### config.mk
export PLATFORM = sky130hd
export DESIGN_NAME = periodic_timer_bank
export DESIGN_NICKNAME = d
export VERILOG_FILES = /design/src/rtl/core/ptb_pkg.sv /design/src/rtl/core/ptb_slot.sv /design/src/rtl/core/periodic_timer_bank.sv
export SDC_FILE = /design/constraint.sdc
export NUM_CORES = 2
export LEC_CHECK = 0
export BUFFER_PORTS_ARGS = -buffer_cell sky130_fd_sc_hd__buf_2
export CELL_PAD_IN_SITES_DETAIL_PLACEMENT = 0
export CELL_PAD_IN_SITES_GLOBAL_PLACEMENT = 1
export CORE_MARGIN = 4
export CORE_UTILIZATION = 46
export DETAILED_ROUTE_END_ITERATION = 7
export GPL_TIMING_DRIVEN = 0
export PLACE_DENSITY = 0.81
export SETUP_SLACK_MARGIN = 0.3
export SLEW_MARGIN = 20
export SYNTH_ARGS = -nofsm -noshare
export SYNTH_HDL_FRONTEND = slang
export SYNTH_SLANG_ARGS = --single-unit
### constraint.sdc
create_clock -name clk -period 6.4 [get_ports clk]
set_input_delay 1.28 -clock clk [delete_from_list [all_inputs] [get_ports clk]]
set_output_delay 1.28 -clock clk [all_outputs]
set_load 0.01 [all_outputs]
### src/rtl/core/ptb_pkg.sv
// Package for the periodic timer bank: operation codes, field widths and the
// packed transaction types shared by the top level and the slot module.
// No dependencies.
package ptb_pkg;

  localparam int unsigned OP_W   = 2;
  localparam int unsigned SLOT_W = 3;
  localparam int unsigned TIME_W = 32;
  localparam int unsigned MASK_W = 8;

  localparam logic [OP_W-1:0] OP_START   = 2'd0;
  localparam logic [OP_W-1:0] OP_STOP    = 2'd1;
  localparam logic [OP_W-1:0] OP_PROCESS = 2'd2;

  typedef struct packed {
    logic [OP_W-1:0]   operation;
    logic [SLOT_W-1:0] slot;
    logic [TIME_W-1:0] period;
    logic [TIME_W-1:0] now;
  } ptb_in_t;

  typedef struct packed {
    logic              start_ok;
    logic [MASK_W-1:0] fired_mask;
  } ptb_out_t;

  // Command broadcast from the top level to every slot, already qualified by
  // the cycle in which the held transaction is executed.
  typedef struct packed {
    logic              start;
    logic              stop;
    logic              process;
    logic [TIME_W-1:0] period;
    logic [TIME_W-1:0] now;
  } ptb_cmd_t;

endpackage

### src/rtl/core/ptb_slot.sv
// One timer slot: enable bit, period and reference time, with the expiry
// check and reference update. Depends on ptb_pkg.
module ptb_slot (
  input  logic              clk,
  input  logic              rst_n,
  input  ptb_pkg::ptb_cmd_t cmd,
  input  logic              sel,
  output logic              enabled,
  output logic              fired
);
  import ptb_pkg::*;

  logic              en_r;
  logic              en_nxt;
  logic [TIME_W-1:0] period_r;
  logic [TIME_W-1:0] ref_r;
  logic [TIME_W-1:0] ref_nxt;
  logic [TIME_W-1:0] elapsed;
  logic [TIME_W-1:0] behind;
  logic              due;
  logic              arm;

  // Time since the reference; after one period step the slot is still
  // behind by elapsed - period, all modulo 2^32.
  assign elapsed = cmd.now - ref_r;
  assign behind  = elapsed - period_r;
  assign due     = en_r && (elapsed >= period_r);
  assign ref_nxt = (behind > period_r) ? cmd.now : ref_r + period_r;
  assign arm     = cmd.start && sel && !en_r;

  assign enabled = en_r;
  assign fired   = cmd.process && due;

  always_comb begin
    en_nxt = en_r;
    if (arm) begin
      en_nxt = 1'b1;
    end else if (cmd.stop && sel) begin
      en_nxt = 1'b0;
    end
  end

  always_ff @(posedge clk) begin
    if (!rst_n) begin
      en_r <= 1'b0;
    end else begin
      en_r <= en_nxt;
    end
  end

  // Period and reference are only read while the slot is enabled, and a
  // start writes both, so they carry no reset.
  always_ff @(posedge clk) begin
    if (arm) begin
      period_r <= cmd.period;
      ref_r    <= cmd.now;
    end else if (fired) begin
      ref_r    <= ref_nxt;
    end
  end

endmodule

### src/rtl/core/periodic_timer_bank.sv
// Top level of the periodic timer bank: input register, a row of timer
// slots and the result register. Depends on ptb_pkg and ptb_slot.
//
// The bank holds NUM_SLOTS periodic timers. A start transaction arms an idle
// slot with a period and takes the current time as its reference, reporting
// start_ok; a start on a running slot, or on a slot index the bank does not
// have, is refused. A stop transaction disarms a slot. A process transaction
// carries the current time and checks every enabled slot at once: a slot
// fires when now minus its reference (modulo 2^32) is at least its period,
// its reference then moves on by one period, or jumps to now if it is still
// more than a period behind. The result reports the fired slots as a mask;
// only slots 0 to 7 can be addressed and reported. Every transaction gives
// exactly one result. The block takes one transaction per clock cycle as long
// as the result side does not stall. The accepting edge loads the input
// register, and the edge at which the held transaction executes updates the
// slots and writes the result register together, setting out_valid; the next
// transaction always sees the updated slot state. The path that sets the
// clock is the per-slot subtract, compare and reference update between the
// input register and the slot registers.
module periodic_timer_bank #(
  parameter int unsigned NUM_SLOTS = 8
) (
  input  logic              clk,
  input  logic              rst_n,
  input  logic              in_valid,
  output logic              in_ready,
  input  ptb_pkg::ptb_in_t  in_data,
  output logic              out_valid,
  input  logic              out_ready,
  output ptb_pkg::ptb_out_t out_data
);
  import ptb_pkg::*;

  // Slots that can be addressed by the slot field and shown in the mask.
  localparam int unsigned ADDR_SLOTS = 1 << SLOT_W;
  localparam int unsigned MASK_SLOTS = (NUM_SLOTS < MASK_W) ? NUM_SLOTS : MASK_W;

  // Input register: holds the transaction that is executed next.
  logic     in_valid_r;
  logic     in_valid_nxt;
  ptb_in_t  in_data_r;

  // Result register.
  logic     out_valid_r;
  logic     out_valid_nxt;
  ptb_out_t out_data_r;
  ptb_out_t out_data_nxt;

  logic     advance;
  ptb_cmd_t cmd;

  logic [NUM_SLOTS-1:0] slot_sel;
  logic [NUM_SLOTS-1:0] slot_en;
  logic [NUM_SLOTS-1:0] slot_fired;
  logic [MASK_W-1:0]    mask;

  // The held transaction executes when the result register is free or is
  // being emptied in the same cycle.
  assign advance  = in_valid_r && (!out_valid_r || out_ready);
  assign in_ready = !in_valid_r || advance;

  assign out_valid = out_valid_r;
  assign out_data  = out_data_r;

  always_comb begin
    cmd.start   = advance && (in_data_r.operation == OP_START);
    cmd.stop    = advance && (in_data_r.operation == OP_STOP);
    cmd.process = advance && (in_data_r.operation == OP_PROCESS);
    cmd.period  = in_data_r.period;
    cmd.now     = in_data_r.now;
  end

  for (genvar i = 0; i < NUM_SLOTS; i++) begin : g_slot
    // Slots beyond the range of the slot field are never selected.
    if (i < ADDR_SLOTS) begin : g_addr
      assign slot_sel[i] = (in_data_r.slot == SLOT_W'(i));
    end else begin : g_noaddr
      assign slot_sel[i] = 1'b0;
    end

    ptb_slot u_slot (
      .clk     (clk),
      .rst_n   (rst_n),
      .cmd     (cmd),
      .sel     (slot_sel[i]),
      .enabled (slot_en[i]),
      .fired   (slot_fired[i])
    );
  end

  // Only the first eight slots appear in the mask.
  for (genvar b = 0; b < MASK_W; b++) begin : g_mask
    if (b < MASK_SLOTS) begin : g_used
      assign mask[b] = slot_fired[b];
    end else begin : g_unused
      assign mask[b] = 1'b0;
    end
  end

  always_comb begin
    out_data_nxt.start_ok   = cmd.start && |(slot_sel & ~slot_en);
    out_data_nxt.fired_mask = mask;
  end

  always_comb begin
    in_valid_nxt = in_valid_r;
    if (in_valid && in_ready) begin
      in_valid_nxt = 1'b1;
    end else if (advance) begin
      in_valid_nxt = 1'b0;
    end
  end

  always_comb begin
    out_valid_nxt = out_valid_r;
    if (advance) begin
      out_valid_nxt = 1'b1;
    end else if (out_ready) begin
      out_valid_nxt = 1'b0;
    end
  end

  always_ff @(posedge clk) begin
    if (!rst_n) begin
      in_valid_r  <= 1'b0;
      out_valid_r <= 1'b0;
    end else begin
      in_valid_r  <= in_valid_nxt;
      out_valid_r <= out_valid_nxt;
    end
  end

  always_ff @(posedge clk) begin
    if (in_valid && in_ready) begin
      in_data_r <= in_data;
    end
    if (advance) begin
      out_data_r <= out_data_nxt;
    end
  end

  // A result never reports both an accepted start and fired slots.
  a_ok_excl_fire: assert property (@(posedge clk) disable iff (!rst_n)
    out_valid_r |-> !(out_data_r.start_ok && (out_data_r.fired_mask != '0)))
    else $error("start_ok and fired_mask both set in one result");

  // An executed transaction always leaves a result in the output register.
  a_adv_result: assert property (@(posedge clk) disable iff (!rst_n)
    advance |=> out_valid_r)
    else $error("executed transaction produced no result");

  // With the result register empty, the input side never stalls.
  a_no_false_stall: assert property (@(posedge clk) disable iff (!rst_n)
    !out_valid_r |-> in_ready)
    else $error("input stalled while result register empty");

  // A slot that fires must have been enabled at the time of the check.
  a_fire_enabled: assert property (@(posedge clk) disable iff (!rst_n)
    (slot_fired & ~slot_en) == '0)
    else $error("disabled slot fired");

endmodule

* Word level (Yosys, flattened, before mapping)
Cells that the tools add are included.
** Word-level totals
- Bits in registers :: 600
- Bits of input ports :: 73
- Output and inout bits :: 11
- Logic and storage cells :: 206
** Cells by class
- $add $sub $neg :: 24
- Magnitude comparators :: 16
- Eq/ne operators :: 9
- Mux-type cells :: 44
- Bitwise gates (word level) :: 2
- Reductions and logical operators :: 79
** Operator list (count)
- $mux 32 :: 24
- $sub 32x32->32 :: 16
- $add 32x32->32 :: 8
- $ge 32x32->1 :: 8
- $gt 32x32->1 :: 8
- $logic_and 1x1->1 :: 46
- $reduce_bool 2->1 :: 18
- $mux 1 :: 20
- $eq 3x3->1 const B :: 4
- $logic_not 1->1 :: 10
- $and 8x8->8 :: 1
- $not 8->8 :: 1
- $reduce_or 8->1 :: 1
- $eq 3x2->1 const B :: 2
- $eq 3x1->1 const B :: 1
- $logic_not 3->1 :: 1
- $eq 2x1->1 const B :: 1
- $eq 2x2->1 const B :: 1
- $logic_not 2->1 :: 1
- $logic_or 1x1->1 :: 2

* Logic depth before layout (Yosys ltp)
- Depth in word-level cells :: 7
- Mapped depth :: 38

* By module
Synthesis repeated with hierarchy kept, for this count alone.
** Second synthesis, totals
- Cells, all modules :: 7618
- Area total of the unflattened synthesis :: 66950.5 µm²
** Modules (own cells, without submodules)
- ptb_slot (g_slot[5].u_slot ...) :: instances 2, cells each 930, area an instance 7932.6 µm², sequential area each 1941.9 µm²
- ptb_slot (g_slot[2].u_slot ...) :: instances 2, cells each 868, area an instance 7861.3 µm², sequential area each 1941.9 µm²
- ptb_slot (g_slot[4].u_slot) :: instances 1, cells each 989, area an instance 8310.5 µm², sequential area each 1941.9 µm²
- ptb_slot (g_slot[1].u_slot) :: instances 1, cells each 993, area an instance 8244.2 µm², sequential area each 1941.9 µm²
- ptb_slot (g_slot[7].u_slot) :: instances 1, cells each 995, area an instance 8215.4 µm², sequential area each 1941.9 µm²
- ptb_slot (g_slot[0].u_slot) :: instances 1, cells each 936, area an instance 7977.7 µm², sequential area each 1941.9 µm²
- periodic_timer_bank :: instances 1, cells each 109, area an instance 2615.0 µm², sequential area each 2382.3 µm²

* Least setup slack after synthesis
OpenSTA, ideal clock, no wires.
- Path kind :: reg2reg
- From :: reg in_data_r (netlist bit cmd[1])
- To :: reg g_slot[1].u_slot.ref_r[22], data pin
- Library setup time :: 260 ps
- Arrival time :: 6876 ps
- Data required time :: 6140 ps
- Setup slack :: -736 ps
- Stages on the path, launching flop included :: 38
- Buffers on the path :: 1
- Period minus slack after synthesis :: 7136 ps
- Cell sequence :: edfxtp_1 -> inv_1 -> fa_1 -> nor2b_1 -> o21a_1 -> o21ai_0 -> a21oi_1 -> a311oi_1 -> nor2b_1 -> o21a_1 -> o21ai_0 -> nand2b_1 -> a21oi_1 -> xnor2_1 -> ha_1 -> a21o_1 -> a21o_1 -> a21oi_1 -> [2 not listed] -> a21oi_1 -> a21oi_1 -> o21ai_0 -> o211ai_1 -> a211o_1 -> a21oi_1 -> ha_1 -> a21oi_1 -> nor2b_1 -> o21ai_0 -> o21ai_0 -> nor2_1 -> o211ai_1 -> a21oi_1 -> a31oi_1 -> nor2_1 -> buf_1 -> mux2_2
** Between the ends
- Word-level cells in the longest chain between the ends :: 6
** Ends and longest elaborated chain
- start: declaration :: RTL line periodic_timer_bank.sv:41 : ptb_in_t in_data_r;
- start signal: assignment :: RTL line periodic_timer_bank.sv:135 : in_data_r <= in_data;
- $sub 32x32->32 :: RTL line ptb_slot.sv:25 : assign elapsed = cmd.now - ref_r;
- $sub 32x32->32 :: RTL line ptb_slot.sv:26 : assign behind = elapsed - period_r;
- $gt 32x32->1 :: RTL line ptb_slot.sv:28 : assign ref_nxt = (behind > period_r) ? cmd.now : ref_r + period_r;
- $mux 32 :: RTL line ptb_slot.sv:28
- $mux 32 :: RTL line ptb_slot.sv:57 : end else if (fired) begin
- $mux 32 :: RTL line ptb_slot.sv:54 : if (arm) begin
- end signal: assignment :: RTL line ptb_slot.sv:56 : ref_r <= cmd.now;
- end signal: assignment :: RTL line ptb_slot.sv:58 : ref_r <= ref_nxt;
- end: declaration :: RTL line ptb_slot.sv:16 : logic [TIME_W-1:0] ref_r;
Every way passes these cells. The select of a mux whose other input is x is not followed.
A chain may end at the register's enable or synchronous reset.

* Final worst setup path
- From :: reg in_data_r (netlist bit cmd[1])
- To :: reg g_slot[0].u_slot.ref_r[21], data pin
** Between the ends
- Word-level cells in the longest chain between the ends :: 6
** Ends and longest elaborated chain (RTL line)
- $sub 32x32->32 :: ptb_slot.sv:25
- $sub 32x32->32 :: ptb_slot.sv:26
- $gt 32x32->1 :: ptb_slot.sv:28
- $mux 32 :: ptb_slot.sv:28
- $mux 32 :: ptb_slot.sv:57
- $mux 32 :: ptb_slot.sv:54
- end signal: assignment :: ptb_slot.sv:56
- end signal: assignment :: ptb_slot.sv:58
- end: declaration :: ptb_slot.sv:16
Every way passes these cells. The select of a mux whose other input is x is not followed.

==> metrics <==
maxcap violations 0; chip height 381 µm; fin crit share 1.14; TritonCTS clock tree done; # IOs 84; Worst-Skew Late Latency 0.65 ns; leakage power 0.0352 µW; Worst-Margin Slew 1.27 ns; kind of end point of the critical path flip-flop; routed via count 55500; most used cell, CP buf_6; root buf cell clkbuf_16; Post-Syn Area per Cell 9.04 µm²; Detailed Route Iter0 Violations 4369; total grt overflow 0; Initial Util 0.465; Residual DRC 0; antenna viol nets, final 0; WP data required 6.80 ns; DP Cell Count 9106; first-pass GRT wire length 298000 µm; count of cell types in the netlist 87; Nets 8737; core area 0.138 mm²; drt wl/cell 21.5 µm; share of layout cells above drive strength 1 0.170; post-synthesis instance area 0.0641 mm²; crit path DAT 7.67 ns; worst-case reg-to-reg path depth 37; Hold EP out_valid; Most used DFF post-synth edfxtp_1; Max stage delay on crit path 0.49 ns; row cnt 136; HP Start in_valid_r; unrepaired setup endpoints after global routing true; initial antenna violation count 14; Num CTS Buffers 69; Max Transition Viols Final 0; DPL Wire Length 152000 µm; Post-synth EDFFs 590; Vias/cell 5.82; R2R Setup Slk -0.87 ns; PnR Total Power 14700 µW; fin cells 9543; die area 0.145 mm²; FF-to-FF End g_slot[0].u_slot.ref_r[21]; Setup WS post-layout -0.872 ns; flops & latches, synth 600; htree depth 3; status complete, but fails checks; largest net degree at the start of global routing 53; final-report hold violation count 0; failing checks negative setup slack; crit-path max FO 5; Slew headroom 0.153; RR Startpoint cmd[1]; Clock transition at path regs 0.06 ns; fmax 138 MHz; critical path class reg -> reg; syn_nets 8193; sequential share of the synthesized area 0.280; Total Routed Length 205000 µm; drt pass-1 iters 6; hold buffers post-CTS 0; Final setup viols 255; Post-synth ARST share 0; post-layout min period 7.27 ns; All-Layer GR Usage 0.262; Placer Congestion 0.911; slowest CP cell edfxtp_1; PD cells 191 mW/mm²; Hold Path Stages 1; Cells after Synth 7088; Sink Count 600; maximum clock path buffer count 3; die width 381 µm; Synth warnings 0; Max rail drop VDD 0.000227 V; Clock Skews 0.0246 ns; Port Buffer Count 82; Critical path buffers and inverters 6; Syn-to-layout area delta 20.4%; Top delay family on crit path compound AO/OA/AOI/OAI gates; worst hold path class reg -> reg; Worst Setup Start Kind flip-flop; vias in the first global route 52900
## cell usage in the layout, fill, tap and decap left out, types with 23 or more instances in the layout
| cell type | count |
|---|---|
| a211o_1 | 23 |
| a211oi_1 | 33 |
| a21o_1 | 483 |
| a21oi_1 | 606 |
| a21oi_2 | 102 |
| a31o_2 | 24 |
| a31oi_1 | 42 |
| and2_1 | 24 |
| and3_1 | 72 |
| buf_12 | 39 |
| buf_2 | 89 |
| buf_4 | 245 |
| buf_6 | 44 |
| buf_8 | 47 |
| clkbuf_1 | 53 |
| clkbuf_16 | 98 |
| edfxtp_1 | 590 |
| ha_1 | 973 |
| inv_1 | 680 |
| mux2_2 | 36 |
| mux2_4 | 128 |
| nand2_1 | 326 |
| nand2_2 | 28 |
| nand2b_1 | 108 |
| nand3_1 | 132 |
| nand4_1 | 122 |
| nor2_1 | 336 |
| nor2b_1 | 132 |
| nor3_1 | 67 |
| o211ai_1 | 34 |
| o21a_1 | 103 |
| o21ai_0 | 270 |
| o21ai_1 | 87 |
| o21ai_2 | 61 |
| o21bai_1 | 108 |
| o31ai_1 | 23 |
| or3_1 | 24 |
| xnor2_1 | 461 |
| xor2_1 | 222 |
## power by group
| part | switching, µW | internal (µW) | leakage (µW) | total (µW) |
|---|---|---|---|---|
| combinational | 3070 | 3050 | 0.0287 | 6120 |
| clock | 1700 | 2320 | 0.00105 | 4010 |
| sequential | 145 | 4460 | 0.00545 | 4610 |
## repair_timing
item / 4_1_cts / 5_1_grt
setup buffers: 150 / 129
setup endpoints to repair: 519 / 480
cloned: 10 / 26
pin swaps: 170 / 269
gates resized for setup: 281 / 461
## state kept, by name, summed over array words and instances, names as in the netlist
name / count
g_slot.u_slot.period_r: 256
g_slot.u_slot.ref_r: 256
cmd: 64
out_data: 9
g_slot.u_slot.enabled: 8
in_data_r: 5
in_valid_r: 1
out_valid: 1
## worst max path at each step
| stage | slack, ns | to | start | depth (start not counted) |
|---|---|---|---|---|
| finish | -0.87 | g_slot[0].u_slot.ref_r[21] | cmd[1] | 37 |
| global route | -1.18 | g_slot[1].u_slot.ref_r[20] | cmd[8] | 36 |
| CTS | -0.84 | g_slot[7].u_slot.ref_r[24] | cmd[1] | 35 |
| detailed placement | -2.67 | g_slot[4].u_slot.ref_r[26] | cmd[1] | 32 |
| global placement | -3.33 | g_slot[4].u_slot.ref_r[9] | cmd[1] | 32 |
| floorplan | -0.19 | g_slot[1].u_slot.ref_r[0] | cmd[1] | 37 |
## metrics by stage
step                utilization  cell area, µm²  TNS (ns)  hold WS (ns)  worst slack [ns]
floorplan                     -           65200     -7.92         0.486            -0.190
detailed placement        0.500           69000   -735.41         0.535             -2.67
CTS                       0.535           73900   -157.65         0.548            -0.838
global placement          0.492           67900  -1186.67         0.510             -3.33
global route              0.559           77100   -241.83         0.581             -1.18
finish                    0.559           77100   -166.14         0.543            -0.872
## synthesized netlist by cell type (all sizes together), types with 83 or more instances
| master | instances | area (µm²) |
|---|---|---|
| a21oi | 718 | 3600 |
| nand2b | 109 | 682 |
| inv | 685 | 2570 |
| a21o | 484 | 3630 |
| nand4 | 123 | 776 |
| o21bai | 112 | 841 |
| nand2 | 365 | 1370 |
| ha | 1008 | 12600 |
| mux2 | 164 | 1850 |
| o21ai | 423 | 2120 |
| edfxtp | 590 | 17700 |
| xor2 | 223 | 1950 |
| nand3 | 138 | 691 |
| nor2 | 369 | 1390 |
| nor2b | 144 | 901 |
| xnor2 | 466 | 4080 |
| nor3 | 83 | 415 |
| o21a | 103 | 773 |
## logic make-up (layout without fill, tap and decap cells)
kind of cell,after synthesis,count (layout),synth area share
flops,600,600,0.280
simple gates,1557,1566,0.121
compound gates,2249,2249,0.223
xor+xnor,689,689,0.0941
fa+ha+maj,1032,1032,0.204
other cells,0,6,0
buf+inv,781,1358,0.0459
mux,180,180,0.0317
## metal layers
metal	up-vias	part of all wire	GRT usage
li1	27200	-	-
met1	26100	0.46	0.378
met2	1895	0.41	0.388
met3	374	0.076	0.0350
met4	0	0.054	0.122
met5	-	0	0
## cell type report
class	count	area [µm²]
multi-input cells	5716	46500
flip-flops and latches	600	17900
plain buffers	96	971
inverters	685	2590
fillers	12100	60900
diodes	6	15.0
repair buffers	464	4610
well taps	1863	2330
clock inverters	25	279
clock buffers	88	1890
Power figures use the tool's default switching activity.
